$ cat src/vtbb_pkg.sv
// vtbb_pkg: shared widths, types, register indexes and the rotation micro-op table
// used by every module of vertex_transform_bounding_box; no dependencies
`timescale 1ns / 1ps
package vtbb_pkg;

  localparam int COORD_BITS = 32;
  localparam int FRAC_BITS  = 16;
  localparam int TRIG_BITS  = 18;
  localparam int TRIG_FRAC  = 16;
  localparam int CS_BITS    = 2 * TRIG_BITS;

  localparam int CW   = COORD_BITS;
  localparam int PW   = 2 * CW + 1;
  localparam int SH_W = $clog2(FRAC_BITS > TRIG_FRAC ? FRAC_BITS + 1 : TRIG_FRAC + 1);

  // configuration port
  localparam int CFG_DW   = 64;
  localparam int NUM_REGS = 7;
  localparam int CFG_IW   = $clog2(NUM_REGS);
  localparam int CFG_AW   = CFG_IW + 3;

  localparam logic [CFG_IW-1:0] REG_SCALE = CFG_IW'(0);
  localparam logic [CFG_IW-1:0] REG_PITCH = CFG_IW'(1);
  localparam logic [CFG_IW-1:0] REG_YAW   = CFG_IW'(2);
  localparam logic [CFG_IW-1:0] REG_ROLL  = CFG_IW'(3);
  localparam logic [CFG_IW-1:0] REG_OFF_X = CFG_IW'(4);
  localparam logic [CFG_IW-1:0] REG_OFF_Y = CFG_IW'(5);
  localparam logic [CFG_IW-1:0] REG_OFF_Z = CFG_IW'(6);

  localparam logic [CW-1:0]      SCALE_RST = CW'(1) << FRAC_BITS;
  localparam logic [CS_BITS-1:0] TRIG_RST  = CS_BITS'(64'h1_0000_0000);

  localparam logic [CW-1:0] CMAX = {1'b0, {(CW-1){1'b1}}};
  localparam logic [CW-1:0] CMIN = {1'b1, {(CW-1){1'b0}}};

  // axis codes
  localparam logic [1:0] AX_X = 2'd0;
  localparam logic [1:0] AX_Y = 2'd1;
  localparam logic [1:0] AX_Z = 2'd2;

  // angle codes
  localparam logic [1:0] ANG_PITCH = 2'd0;
  localparam logic [1:0] ANG_YAW   = 2'd1;
  localparam logic [1:0] ANG_ROLL  = 2'd2;

  // second operand
  localparam logic [1:0] BS_SCALE = 2'd0;
  localparam logic [1:0] BS_COS   = 2'd1;
  localparam logic [1:0] BS_SIN   = 2'd2;

  // micro-op actions
  localparam logic [2:0] ACT_SET  = 3'd0;
  localparam logic [2:0] ACT_LOAD = 3'd1;
  localparam logic [2:0] ACT_TSUB = 3'd2;
  localparam logic [2:0] ACT_TADD = 3'd3;
  localparam logic [2:0] ACT_FSUB = 3'd4;
  localparam logic [2:0] ACT_FADD = 3'd5;

  localparam int NUM_OPS = 15;
  localparam int STEP_W  = $clog2(NUM_OPS);

  typedef struct packed {
    logic [CW-1:0]                scale;
    logic [2:0][CS_BITS-1:0]      trig;
    logic [2:0][CW-1:0]           offset;
  } cfg_t;

  typedef struct packed {
    logic [CW-1:0] x;
    logic [CW-1:0] y;
    logic [CW-1:0] z;
    logic          last;
  } vert_t;

  typedef struct packed {
    logic          kind;
    logic [CW-1:0] x;
    logic [CW-1:0] y;
    logic [CW-1:0] z;
    logic [CW-1:0] diag;
    logic          last;
  } res_t;

  typedef struct packed {
    logic [1:0] asel;
    logic [1:0] bsel;
    logic [1:0] ang;
    logic [2:0] act;
    logic [1:0] dst;
    logic [1:0] dst_t;
  } op_t;

  function automatic op_t mk(input logic [1:0] asel, input logic [1:0] bsel,
                             input logic [1:0] ang, input logic [2:0] act,
                             input logic [1:0] dst, input logic [1:0] dst_t);
    op_t o;
    o.asel  = asel;
    o.bsel  = bsel;
    o.ang   = ang;
    o.act   = act;
    o.dst   = dst;
    o.dst_t = dst_t;
    return o;
  endfunction

  // scale, then pitch, yaw and roll, two products folded into each new coordinate
  function automatic op_t op_of(input logic [STEP_W-1:0] step);
    op_t o;
    unique case (step)
      STEP_W'(0):  o = mk(AX_X, BS_SCALE, ANG_PITCH, ACT_SET,  AX_X, AX_X);
      STEP_W'(1):  o = mk(AX_Y, BS_SCALE, ANG_PITCH, ACT_SET,  AX_Y, AX_Y);
      STEP_W'(2):  o = mk(AX_Z, BS_SCALE, ANG_PITCH, ACT_SET,  AX_Z, AX_Z);
      STEP_W'(3):  o = mk(AX_Y, BS_COS,   ANG_PITCH, ACT_LOAD, AX_Y, AX_Y);
      STEP_W'(4):  o = mk(AX_Z, BS_SIN,   ANG_PITCH, ACT_TSUB, AX_Y, AX_Y);
      STEP_W'(5):  o = mk(AX_Y, BS_SIN,   ANG_PITCH, ACT_LOAD, AX_Z, AX_Z);
      STEP_W'(6):  o = mk(AX_Z, BS_COS,   ANG_PITCH, ACT_FADD, AX_Z, AX_Y);
      STEP_W'(7):  o = mk(AX_X, BS_COS,   ANG_YAW,   ACT_LOAD, AX_X, AX_X);
      STEP_W'(8):  o = mk(AX_Z, BS_SIN,   ANG_YAW,   ACT_TADD, AX_X, AX_X);
      STEP_W'(9):  o = mk(AX_Z, BS_COS,   ANG_YAW,   ACT_LOAD, AX_Z, AX_Z);
      STEP_W'(10): o = mk(AX_X, BS_SIN,   ANG_YAW,   ACT_FSUB, AX_Z, AX_X);
      STEP_W'(11): o = mk(AX_X, BS_COS,   ANG_ROLL,  ACT_LOAD, AX_X, AX_X);
      STEP_W'(12): o = mk(AX_Y, BS_SIN,   ANG_ROLL,  ACT_TSUB, AX_X, AX_X);
      STEP_W'(13): o = mk(AX_X, BS_SIN,   ANG_ROLL,  ACT_LOAD, AX_Y, AX_Y);
      default:     o = mk(AX_Y, BS_COS,   ANG_ROLL,  ACT_FADD, AX_Y, AX_X);
    endcase
    return o;
  endfunction

  // clamp a one-bit-wider sum to the coordinate range
  function automatic logic [CW-1:0] sat_sum(input logic [CW:0] s);
    if (s[CW] != s[CW-1]) return s[CW] ? CMIN : CMAX;
    return s[CW-1:0];
  endfunction

endpackage

$ cat src/vtbb_queue.sv
// vtbb_queue: two-entry queue of transformed vertices between front and back
// depends on vtbb_pkg
`timescale 1ns / 1ps
module vtbb_queue
  import vtbb_pkg::*;
(
  input  logic  clk,
  input  logic  rst_n,
  input  logic  push,
  input  vert_t push_data,
  output logic  full,
  input  logic  pop,
  output vert_t pop_data,
  output logic  empty
);

  localparam int DEPTH = 2;
  localparam int PTR_W = $clog2(DEPTH);

  vert_t            mem_r [DEPTH];
  logic [PTR_W-1:0] wr_r, rd_r;
  logic [PTR_W:0]   cnt_r;
  logic             do_push, do_pop;

  assign full     = (cnt_r == (PTR_W+1)'(DEPTH));
  assign empty    = (cnt_r == '0);
  assign pop_data = mem_r[rd_r];
  assign do_push  = push && !full;
  assign do_pop   = pop && !empty;

  always_ff @(posedge clk) begin
    if (!rst_n) begin
      wr_r  <= '0;
      rd_r  <= '0;
      cnt_r <= '0;
    end else begin
      if (do_push) wr_r <= wr_r + 1'b1;
      if (do_pop)  rd_r <= rd_r + 1'b1;
      cnt_r <= cnt_r + (PTR_W+1)'(do_push) - (PTR_W+1)'(do_pop);
    end
    if (do_push) mem_r[wr_r] <= push_data;
  end

endmodule

$ cat config.mk
export PLATFORM = sky130hd
export DESIGN_NAME = vtbb_queue
export DESIGN_NICKNAME = d
export VERILOG_FILES = /design/src/vtbb_pkg.sv /design/src/vtbb_queue.sv
export SDC_FILE = /design/constraint.sdc
export NUM_CORES = 1
export LEC_CHECK = 0
export BUFFER_PORTS_ARGS = -buffer_cell sky130_fd_sc_hd__buf_2
export CAP_MARGIN = 40
export CORE_ASPECT_RATIO = 1.2
export CORE_UTILIZATION = 52
export DETAILED_ROUTE_END_ITERATION = 10
export PLACE_DENSITY = 0.87
export SLEW_MARGIN = 10
export SYNTH_ARGS = -nofsm -noshare
export SYNTH_HDL_FRONTEND = slang
export SYNTH_SLANG_ARGS = --single-unit
$ cat constraint.sdc
create_clock -name clk -period 6.75 [get_ports clk]
set_input_delay 0.675 -clock clk [delete_from_list [all_inputs] [get_ports clk]]
set_output_delay 0.675 -clock clk [all_outputs]
set_load 0.03 [all_outputs]
# Yosys cells after proc, flatten, opt, wreduce, memory -nomap -nowiden
# Memory sizes are Yosys's and may differ from the RTL's. A register that Yosys moved wholly into a read port is not among the register bits.
# Cells that the tools add are included.
# Widths: inputs -> output; s select.
totals:
  ff_bits: 4
  input_bits: 101
  n_memories: 1
  word_cells: 18
  ram_bits: 194
classes:
  eq_ne: 1
  n_reduce_logical: 5
  n_mux: 4
  addsub: 4
mem_list:
  columns: ["memory", "depth", "word_bits", "read_ports", "rd_clocked_by_memory_dff", "wr", "line", "source"]
  rows:
  - ["mem_r", 2, 97, 1, 1, 1, "vtbb_queue.sv:20", "vert_t mem_r [DEPTH];"]
op_table:
  columns: ["op", "count"]
  rows:
  - ["$mux 1", 4]
  - ["$add 1x1->1 const B", 2]
  - ["$add 2x1->2", 1]
  - ["$eq 2x2->1 const B", 1]
  - ["$logic_and 1x1->1", 2]
  - ["$logic_not 1->1", 2]
  - ["$logic_not 2->1", 1]
  - ["$sub 2x1->2", 1]

# Longest topological paths before layout
# Gate-level depths: netlist (run 1).
logic_depth:
  depth_word: 5
  mapped_depth: 8
  mapped_depth_nobuf: 8

# Worst setup path after synthesis (run 1)
# No wires, ideal clock.
synth_path:
  kind: "input port to flip-flop"
  startpoint: "input port push"
  endpoint: "memory mem_r[0][0] (netlist bit), enable pin"
  stages: 2
  setup_time_ps: 553
  arrival_time_ps: 4808
  path_slack_ps: 1389
  n_path_buf: 0
  cell_sequence: "nand2_1 -> nor2_1"
synth_via:
  elab_chain_len: 3
synth_rtl:
  columns: ["element", "line", "source"]
  rows:
  - ["start: declaration", "vtbb_queue.sv:9", "input logic push,"]
  - ["$logic_and 1x1->1", "vtbb_queue.sv:28", "assign do_push = push && !full;"]
  - ["$mux 1", "vtbb_queue.sv:41", "if (do_push) mem_r[wr_r] <= push_data;"]
  - ["$mux 1 (not written as such)", "vtbb_queue.sv:41", null]
  - ["end: declaration", "vtbb_queue.sv:20", null]
# No other way between the ends.

==> key figures, run 1 <==
Timing
  • Worst-Margin Slew: 0.882 ns
  • Final number of setup-violating endpoints: 0
  • Final min period: 3.24 ns
  • Max Slew Vio Count: 0
  • Worst hold margin: between 0.4 and 0.5 ns
  • Tcrit/Tclk final: 0.481
  • Max_slew headroom: 0.412
  • RSZ-0062 raised after global routing: no
  • Max frequency: ~0.31 GHz
  • Fin Setup TNS: 0 ns
  • Final Skew: 0.0122 ns
  • Final hold vios: 0

Floorplanning
  • Chip height: roughly 130 µm
  • Io pins: 200
  • Die X: between 100 and 150 µm
  • Initial Util: 0.532
  • Cell Rows: 47
  • Core footprint: about 0.014 mm²
  • Full die area: 0.0146 mm²

Worst setup path
  • CP Cell Sequence: buf_4 > mux2_2 > buf_2
  • Critical path depth: 3
  • Reg2Reg Depth: 4
  • Slowest stage delay, CP: between 0.8 and 0.9 ns
  • Critical path data required time: 6.07 ns
  • Arrival time of the worst setup path: between 2 and 3 ns
  • CP endpoint kind: output port
  • Cell family with most CP delay: buffers and inverters
  • Worst Path Max Fanout: between 50 and 60
  • Slowest-stage cell, CP: buf_4
  • Worst setup SP type: flip-flop
  • Critical path type: flip-flop to output port
  • WP buf/inv: 2

GRT
  • Largest net degree at the start of global routing: 56
  • Initial antenna violation count: 0
  • Vias in the first global route: about 4000
  • First-pass GRT wire length: around 20000 µm
  • Total global routing overflow: 0
  • Total track usage: 0.183

Clock network
  • TritonCTS Sinks: 199
  • H-Tree Depth: 4
  • Worst-Skew Late Latency: ~0.42 ns
  • Hold buffer count at cts: 0
  • Clock Path Buffers: 2
  • PostCTS Resize Cnt: 0
  • CTS tree: yes
  • Root buf cell: clkbuf_16
  • Worst-path clk slew: about 0.07 ns
  • Cts bufs inserted: 17
  • Setup Buffers After CTS: 0

Synthesis
  • Register area share after synthesis: 0.806
  • FF+latch count, synth: 199
  • Post-Syn Area: between 0.007 and 0.008 mm²
  • Largest family of logic cells by synthesized area: multiplexers
  • Mux contribution to synthesized area: 0.165
  • Post-Syn Instances: 329
  • Post-Synth Simple-Gate Area: 0.00851
  • Post-Synth XOR/XNOR Area: 0.00238
  • Synth Area in Compound Gates: 0.00102
  • Yosys warns: 0
  • Post-Synth Adder-Cell Area: 0.00340
  • Synthesized area per cell: roughly 22 µm²
  • Synth unique cells: 18
  • Syn Nets: about 430

Pwr
  • Worst vdd ir: approximately 300 µV
  • Total power per unit cell area: between 400 and 500 mW/mm²
  • Leakage: around 0.0035 µW
  • Pwr Total: between 3000 and 4000 µW

Drt
  • Final WL: between 10000 and 15000 µm
  • Via count: ~3800
  • DR WL/cell: roughly 18 µm
  • Router iterations before antenna repair: 6
  • First DRT Iteration DRCs: 128
  • Final ANT Viol Nets: 0
  • Via density: 5.18
  • DRC: 0

Placed design
  • Placed cell count: 693
  • Post-DP HPWL: about 8600 µm
  • PortBufs: just under 200
  • Gpl congestion: roughly 0.72

Cells and area
  • Final Non-Filler Cells: slightly above 700
  • Syn-to-layout area delta: 24.7%
  • Final #Nets: around 640
  • Fill cells: 892
  • # diodes: 0
  • Share of post-route cells with drive strength above 1: 0.603

Run
  • MaxCap Viol Count: 0

Worst hold path
  • HP Class: input pin to flip-flop
  • Hold Crit Depth: 1

Run status
  • Status: finished, final reports clean
==> cells in the mapped netlist <==
cell type / instances / area [µm²]
and2_1: 2 / 12.5
and3_1: 1 / 6.26
buf_2: 6 / 30.0
buf_6: 5 / 56.3
dfxtp_1: 5 / 100
edfxtp_1: 194 / 5830
ha_1: 2 / 25.0
inv_1: 3 / 11.3
mux2_2: 67 / 754
mux2_4: 30 / 450
mux2i_1: 1 / 10.0
nand2_1: 2 / 7.51
nand2b_1: 2 / 12.5
nor2_1: 5 / 18.8
nor3_1: 1 / 5.00
o21a_1: 1 / 7.51
xnor2_1: 1 / 8.76
xor2_1: 1 / 8.76
==> cells by family after synthesis <==
kind of cell,after synthesis
AOI/OAI and AO/OA,1
xor gates and xnor gates,2
adders and majority gates,2
buffers and inverters,14
DFF,199
muxes,98
and+or+nand+nor,13
==> sequential cells by signal, summed over array words and instances, names as in the netlist, named ones only <==
register	flops
mem_r	194
cnt_r	2
wr_r	1
rd_r	1
==> metrics by stage <==
stage               area [µm²]  setup slack [ns]  utilization
finish                    9160              3.51        0.663
global route              9160              3.38        0.663
CTS                       9160              3.46        0.663
detailed placement        8540              3.92        0.618
global placement          8520              3.99        0.617
floorplan                 7350              1.39            -
==> final timing paths <==
kind         slack (ns)            to           from
min reg2reg        0.53          wr_r           wr_r
min                0.44  mem_r[0][92]  push_data[92]
max reg2reg        4.63  mem_r[1][89]       cnt_r[0]
max                3.51  pop_data[33]      flip-flop
==> cells in the final DEF, fill, tap and decap left out, types with 3 or more instances in the layout <==
cell / instances
buf_2: 199
edfxtp_1: 194
mux2_2: 67
mux2_4: 30
clkbuf_16: 17
inv_6: 5
nor2_1: 4
bufinv_16: 4
dfxtp_1: 4
buf_4: 4
inv_1: 3
==> final cells by class <==
class / count / area [µm²] / share of cell area
timing repair buffer: 204 / 1050 / 0.114
multi-input combinational: 116 / 1340 / 0.146
clock buffer: 18 / 429 / 0.0468
tap: 171 / 214 / 0.0233
sequential: 199 / 5930 / 0.647
clock inverter: 14 / 194 / 0.0212
inverter: 3 / 11.3 / 0.00123
==> power breakdown <==
group / internal, µW / total [µW] / switching (µW)
registers: 1590 / 1680 / 87.7
clock network: 625 / 1050 / 429
logic: 451 / 1230 / 778
total: 2670 / 3960 / 1290
==> routing by layer <==
metal,vias to the layer above,track usage,part of all wire
li1,1721,-,-
met1,1859,0.208,0.38
met2,145,0.320,0.54
met3,27,0.0446,0.054
met4,0,0.0978,0.028
met5,-,0,0
Note: power is estimated with default switching activity, not from simulation.
==> run 2, diff against run 1 <==
- CORE_UTILIZATION: 52 -> 47
- PLACE_DENSITY: 0.87 -> 0.84
- clock period: 6.75 -> 2.85 ns (I/O delays scaled with it)
==> run 2 against run 1 <==
Die area rose by 10%. Power rose by 130%. Wire length rose by 0.10%. Via count up 0.56%. Worst hold slack lost 0.39 ns. Critical path depth did not move. Global-route usage decreased by 2.0 points. Sequential share of layout area shrank 0.32 points. Clock skew decreased by 0.0014 ns. Worst setup slack lost 2.9 ns. Cell count increased by 4.7%. Sequential power up 140%.
==> key figures, run 2 (synthesized netlist as in run 1, its figures left out) <==
Run status
  • Status: finished, final reports clean

Cells and area
  • Fill cells: 1111 (+25%)
  • Share of post-route cells with drive strength above 1: 0.603 (unchanged)
  • Syn-to-layout area delta: 25.3%
  • Commonest non-fill, non-tap cell in the layout: buf_2
  • Most frequent cells in the layout: buf_2, edfxtp_1, mux2_2, mux2_4, clkbuf_16
  • Multi-input gate area: 0.00134 mm² (unchanged)
  • Largest Register: mem_r
  • Final #Nets: 644 (unchanged)
  • Max reg flops: 194 (unchanged)
  • Top Registers: mem_r (194), cnt_r (2)
  • Sequential cell area: 0.00593 mm² (unchanged)

Drt
  • Router iterations before antenna repair: 4 (-2)
  • Final ANT Viol Nets: 0 (unchanged)
  • DR WL/cell: 17.0 µm (-4.4%)
  • First DRT Iteration DRCs: 198 (+55%)
  • Via density: 4.97 (-3.9%)
  • Final WL: 12900 µm (+0.10%)
  • Via count: 3773 (+0.56%)
  • DRC: 0 (unchanged)

Worst setup path
  • CP endpoint kind: output port
  • Critical path type: flip-flop to output port
  • Critical path data required time: 2.57 ns (-3.50 ns)
  • Worst setup SP type: flip-flop
  • Worst Path Max Fanout: 32 (-42%)
  • Arrival time of the worst setup path: 1.99 ns (-0.58 ns)
  • Reg2Reg Depth: 4 (unchanged)

Floorplanning
  • Initial Util: 0.485 (-0.0465)
  • Io pins: 200 (unchanged)
  • Chip height: 139 µm (+5.1%)
  • Full die area: 0.0161 mm² (+10%)
  • Die X: 116 µm (+5.1%)
  • Core footprint: 0.0151 mm² (+9.6%)
  • Cell Rows: 49 (+4.3%)

Clock network
  • Clock Path Buffers: 2 (unchanged)
  • CTS tree: yes
  • TritonCTS Sinks: 199 (unchanged)
  • Hold buffer count at cts: 0 (unchanged)
  • PostCTS Resize Cnt: 0 (unchanged)
  • Root buf cell: clkbuf_16
  • Cts bufs inserted: 17 (unchanged)
  • H-Tree Depth: 4 (unchanged)
  • Setup Buffers After CTS: 0 (unchanged)
  • Worst-Skew Late Latency: 0.43 ns (about the same)
  • Worst-path clk slew: 0.07 ns (about the same)

Timing
  • Max_slew headroom: 0.616 (+0.204)
  • Worst-Margin Slew: 0.576 ns (-0.306 ns)
  • Fin Setup TNS: 0 ns (unchanged)
  • Worst setup margin: 0.578 ns (-2.93 ns)
  • RSZ-0062 raised after global routing: no
  • Tcrit/Tclk final: 0.797
  • Max frequency: ~0.44 GHz
  • Final min period: about 2.3 ns
  • Final hold vios: 0 (unchanged)
  • Max Slew Vio Count: 0 (unchanged)
  • Final Skew: 0.0108 ns (-0.00140 ns)
  • Final number of setup-violating endpoints: 0 (unchanged)

Placed design
  • Post-DP HPWL: 8590 µm (about the same)
  • PortBufs: 199 (unchanged)
  • Pre-CTS setup slack: 0.939 ns (-2.98 ns)
  • Gpl congestion: 0.679 (-5.6%)

GRT
  • GR peak layer: met2
  • Met1 Use GR: 0.175 (-0.0337)
  • Vias in the first global route: 4008 (-0.72%)
  • Total global routing overflow: 0 (unchanged)
  • Total track usage: 0.164 (-0.0196)
  • M3 GR Usage: 0.0511 (+0.00654)
  • Largest net degree at the start of global routing: 88 (+57%)
  • Met2 GRT Util: 0.286 (-0.0342)
  • First-pass GRT wire length: 19400 µm (-4.7%)
  • Initial antenna violation count: 1 (+1)

Run
  • MaxCap Viol Count: 0 (unchanged)

Pwr
  • Worst vdd ir: 733 µV (+140%)
  • Total power per unit cell area: 1010 mW/mm² (+130%)
  • Pwr Total: 9270 µW (+130%)
  • Leakage: 0.00351 µW (-0.16%)

Worst hold path
  • HP Class: input pin to flip-flop
  • Hold Crit Depth: 1 (unchanged)
## run 2: cell types whose count changed in the layout (fill, tap and decap cells not counted)
cell and delta:
buf_4 -3, inv_6 -4, diode_2 +1, bufinv_16 -2, clkbuf_1 +1, buf_12 +3, clkinv_4 +3, clkbuf_8 +2
clkinv_1 -1, clkinv_2 +1
## run 2: per-stage QoR
| stage | cells | hold WS, ns | area [µm²] | utilization |
|---|---|---|---|---|
| 3_5_place_dp | 726 | 0.476 | 8620 | 0.569 |
| 6_report | 759 | 0.0429 | 9210 | 0.608 |
| 4_1_cts | 758 | 0.0166 | 9210 | 0.608 |
| 5_1_grt | 759 | 0.0171 | 9210 | 0.608 |
| 2_1_floorplan | 329 | 0.384 | 7360 | - |
| 3_3_place_gp | 726 | 0.474 | 8620 | 0.569 |
## run 2: report_power, final
group	switching [µW]	internal (µW)	total, µW
Combinational	1870	1100	2970
Clock	986	1340	2330
Sequential	193	3770	3970
## run 2: worst paths after layout
kind	slack (ns)	endpoint	from
max reg2reg	0.92	mem_r[0][2]	cnt_r[0]
max	0.58	pop_data[46]	flip-flop
min reg2reg	0.55	wr_r	wr_r
min	0.04	mem_r[1][65]	push_data[65]
## run 2: metal layers
metal	part of all wire	vias up	wire length, µm
met5	0	-	0
met4	0.023	0	303
met3	0.070	23	898
met2	0.53	164	6820
met1	0.38	1865	4880
li1	-	1721	-
## run 2: final cells by class
type	instances	area share
antenna	1	0.000272
clock buffer	21	0.0500
clock inverter	11	0.0137
inverter	3	0.00122
multi-input combinational	116	0.146
sequential	199	0.644
tap	204	0.0277
timing repair buffer	204	0.118
## run 2: critical path, cell delays in order, from the launching register on
cell	delay [ns]
dfxtp_4	0.65
buf_12	0.30
mux2_2	0.38
buf_2	0.18
==> run 3, diff against run 2 <==
- ABC_AREA: unset -> 1
- clock period: 2.85 -> 1.9 ns (I/O delays scaled with it)
==> run 3 against run 2 <==
Wire length rose by 16%. Non-clock buffer count increased by 100. Power increased by 44%. Critical endpoint is now pop_data[17]. First-iteration DRC count increased by 26%. Cell count is 14% higher. Cell area grew 12%. Sequential share of layout area down 6.7 points. Largest cell class unchanged.
==> key figures, run 3 <==
Synthesis
  • Synthesized area per cell: 21.7 µm² (-3.1%)
  • Synth top area cells: edfxtp_1, mux2_2, mux2_4
  • Area leader, netlist: edfxtp_1
  • Top post-synthesis cells by count: edfxtp_1, mux2_2, mux2_4, inv_1, nand2_1
  • Post-Syn Instances: 340 (+3.3%)
  • Ys flop type: edfxtp_1
  • Async set-or-reset flop fraction in the synthesized netlist: 0 (unchanged)
  • Post-Syn Area: 0.00736 mm² (+0.19%)
  • Register area share after synthesis: 0.805 (-0.00151)
  • EDFF count, synth: 194 (unchanged)
  • Synth unique cells: 12 (-6)
  • FF+latch count, synth: 199 (unchanged)
  • Syn Nets: 443 (+2.5%)
  • Cell with the most instances after synthesis: edfxtp_1
  • Yosys warns: 0 (unchanged)
  • Synth top area share: 0.791 (-0.00148)

Worst setup path
  • Worst Path Max Fanout: 32 (unchanged)
  • Worst setup SP type: flip-flop
  • Reg2Reg Depth: 9 (+5)
  • Arrival time of the worst setup path: 1.71 ns (-0.28 ns)
  • Critical path data required time: 1.71 ns (-0.86 ns)
  • CP endpoint kind: output port
  • Critical path type: flip-flop to output port

Drt
  • First DRT Iteration DRCs: 250 (+26%)
  • Final WL: 15000 µm (+16%)
  • Met3 Wirelength: 926 µm (+3.1%)
  • Routed wl met2: 8410 µm (+23%)
  • Wl on met1: 5310 µm (+8.7%)
  • Via density: 4.84 (-2.6%)
  • Via count: 4209 (+12%)
  • DR WL/cell: 17.2 µm (+1.2%)
  • DRC: 0 (unchanged)
  • Top layer in use: met4
  • Router iterations before antenna repair: 4 (unchanged)
  • Final ANT Viol Nets: 0 (unchanged)

Placed design
  • Post-DP HPWL: 8510 µm (-1.0%)
  • Placed cell count: 738 (+1.7%)
  • Gpl congestion: 0.671 (-1.2%)
  • PortBufs: 199 (unchanged)

Pwr
  • Sequential cell fraction of total power: 0.432 (+0.004)
  • Total power per unit cell area: 1300 mW/mm² (+29%)
  • Clock share of power: 0.246 (-0.005)
  • Sw frac: 0.330 (+0.000793)
  • Worst vdd ir: 765 µV (+4.4%)
  • Net Sw Power: 4410 µW (+44%)
  • Leakage: 0.00396 µW (+13%)
  • Logic gate share of total power: 0.322 (about the same)
  • Internal: 8940 µW (+44%)

Timing
  • RSZ-0062 raised after global routing: yes
  • Worst-Margin Slew: 0.447 ns (-0.129 ns)
  • Max_slew headroom: 0.702 (+0.0861)
  • Max Slew Vio Count: 0 (unchanged)
  • Final hold vios: 0 (unchanged)
  • Final min period: 1.90 ns
  • Final number of setup-violating endpoints: 0 (unchanged)
  • Final Skew: 0.00737 ns (-0.00343 ns)
  • Max frequency: 0.526 GHz
  • Tcrit/Tclk final: 1.00

Floorplanning
  • Io pins: 200 (unchanged)
  • Cell Rows: 49 (unchanged)
  • Initial Util: 0.486 (+0.000909)
  • Chip height: 139 µm (about the same)
  • Full die area: 0.0162 mm² (+0.18%)
  • Core footprint: 0.0151 mm² (unchanged)
  • Die X: 116 µm (about the same)

GRT
  • Vias in the first global route: 4600 (+15%)
  • Initial antenna violation count: 0 (-1)
  • Total global routing overflow: 0 (unchanged)
  • Total track usage: 0.189 (+0.0251)
  • Largest net degree at the start of global routing: 65 (-26%)
  • First-pass GRT wire length: 22200 µm (+15%)

Cells and area
  • Most frequent cells in the layout: edfxtp_1, buf_2, dlygate4sd3_1, mux2_2, mux2_4
  • Layout Utilization: 0.679 (+0.0704)
  • Multi-input gate area: 0.00134 mm² (about the same)
  • Commonest non-fill, non-tap cell in the layout: edfxtp_1
  • Top Registers: mem_r (194), cnt_r (2)
  • Final Non-Filler Cells: 869 (+14%)
  • Sequential cell area: 0.00593 mm² (about the same)
  • Final #Nets: 755 (+17%)
  • # diodes: 0 (-1)
  • Fill cells: 976 (-12%)
  • Max reg flops: 194 (unchanged)
  • Largest Register: mem_r
  • Share of post-route cells with drive strength above 1: 0.517 (-0.0856)
  • Syn-to-layout area delta: 39.5%

Worst hold path
  • Hold Crit Depth: 3 (+2)
  • HP Class: input pin to flip-flop

Clock network
  • TritonCTS Sinks: 199 (unchanged)
  • Root buf cell: clkbuf_16
  • Clock Path Buffers: 2 (unchanged)
  • Worst-Skew Late Latency: 0.42 ns (about the same)
  • CTS tree: yes
  • Cts bufs inserted: 17 (unchanged)
  • H-Tree Depth: 4 (unchanged)
  • Worst-path clk slew: 0.07 ns (about the same)

Run
  • MaxCap Viol Count: 0 (unchanged)

Run status
  • Status: finished, final reports clean
[run 3: cell types whose count changed in the layout (fill, tap and decap cells not counted), sizes merged, moves of 2 or more]
cell / before / now
inv: 4 / 14
bufinv: 2 / 0
a21oi: 0 / 2
nand2: 2 / 9
and2: 2 / 0
nand2b: 2 / 0
nor2: 5 / 8
nand3: 0 / 3
dlygate4sd3: 0 / 97
[run 3: repair_timing]
| action | CTS | global route |
|---|---|---|
| endpoints found under the hold margin | 194 | 0 |
| hold buffers | 97 | 0 |
| setup buffers | 0 | 0 |
| gates resized for setup | 2 | 16 |
| setup endpoints to repair | 59 | 8 |
| cloned | 1 | 1 |
[run 3: path summary, 6_finish.rpt]
check,start,endpoint,slack [ns]
hold / removal,rst_n,cnt_r[0],0.02
setup / recovery,flip-flop,pop_data[17],0.0006
setup reg to reg,cnt_r[1],cnt_r[1],0.36
hold reg to reg,rd_r,rd_r,0.51
[run 3: worst max-delay path: stages, from the launching register on]
cell and delay, ns:
dfxtp_4 0.46, buf_16 0.22, mux2_2 0.38, clkbuf_4 0.19
[run 3: power by group through the flow]
stage	combinational (µW)	clock, µW	sequential [µW]
6_report	4290	3280	5770
5_1_grt	4540	3510	5820
4_1_cts	4230	3360	5760
3_5_place_dp	3980	0	5840
3_3_place_gp	3930	0	5800
2_1_floorplan	2960	0	5800
[run 3: cell type report]
| class | instances | share of cell area |
|---|---|---|
| tap | 204 | 0.0248 |
| timing repair buffer | 304 | 0.211 |
| multi-input combinational | 121 | 0.131 |
| sequential | 199 | 0.577 |
| clock inverter | 15 | 0.0116 |
| clock buffer | 17 | 0.0414 |
| inverter | 9 | 0.00365 |
[run 3: logic make-up (layout without fill, tap and decap cells)]
| family | Yosys count | after routing | synth area share |
|---|---|---|---|
| compound gates | 2 | 2 | 0.00136 |
| fa+ha+maj | 2 | 2 | 0.00340 |
| buf+inv | 20 | 345 | 0.0163 |
| flops | 199 | 199 | 0.805 |
| mux | 97 | 97 | 0.164 |
| simple gates | 20 | 20 | 0.0107 |
[run 3: metrics by stage]
stage	setup slack, ns	power [µW]	hold WS, ns	instance area [µm²]	setup TNS (ns)
3_3_place_gp	0.435	9730	0.378	8670	0
4_1_cts	0.00601	13300	0.00220	10200	0
5_1_grt	-0.0538	13900	0.00271	10300	-0.856
3_5_place_dp	0.411	9820	0.381	8670	0
2_1_floorplan	-0.472	8760	0.283	7390	-87.31
6_report	0.000566	13300	0.0216	10300	0
[run 3: per-layer routing]
metal  up-vias  global-route usage
met5         -                   0
met1      2069               0.191
met3        24              0.0564
met4         0              0.0823
li1       1948                   -
met2       168               0.349
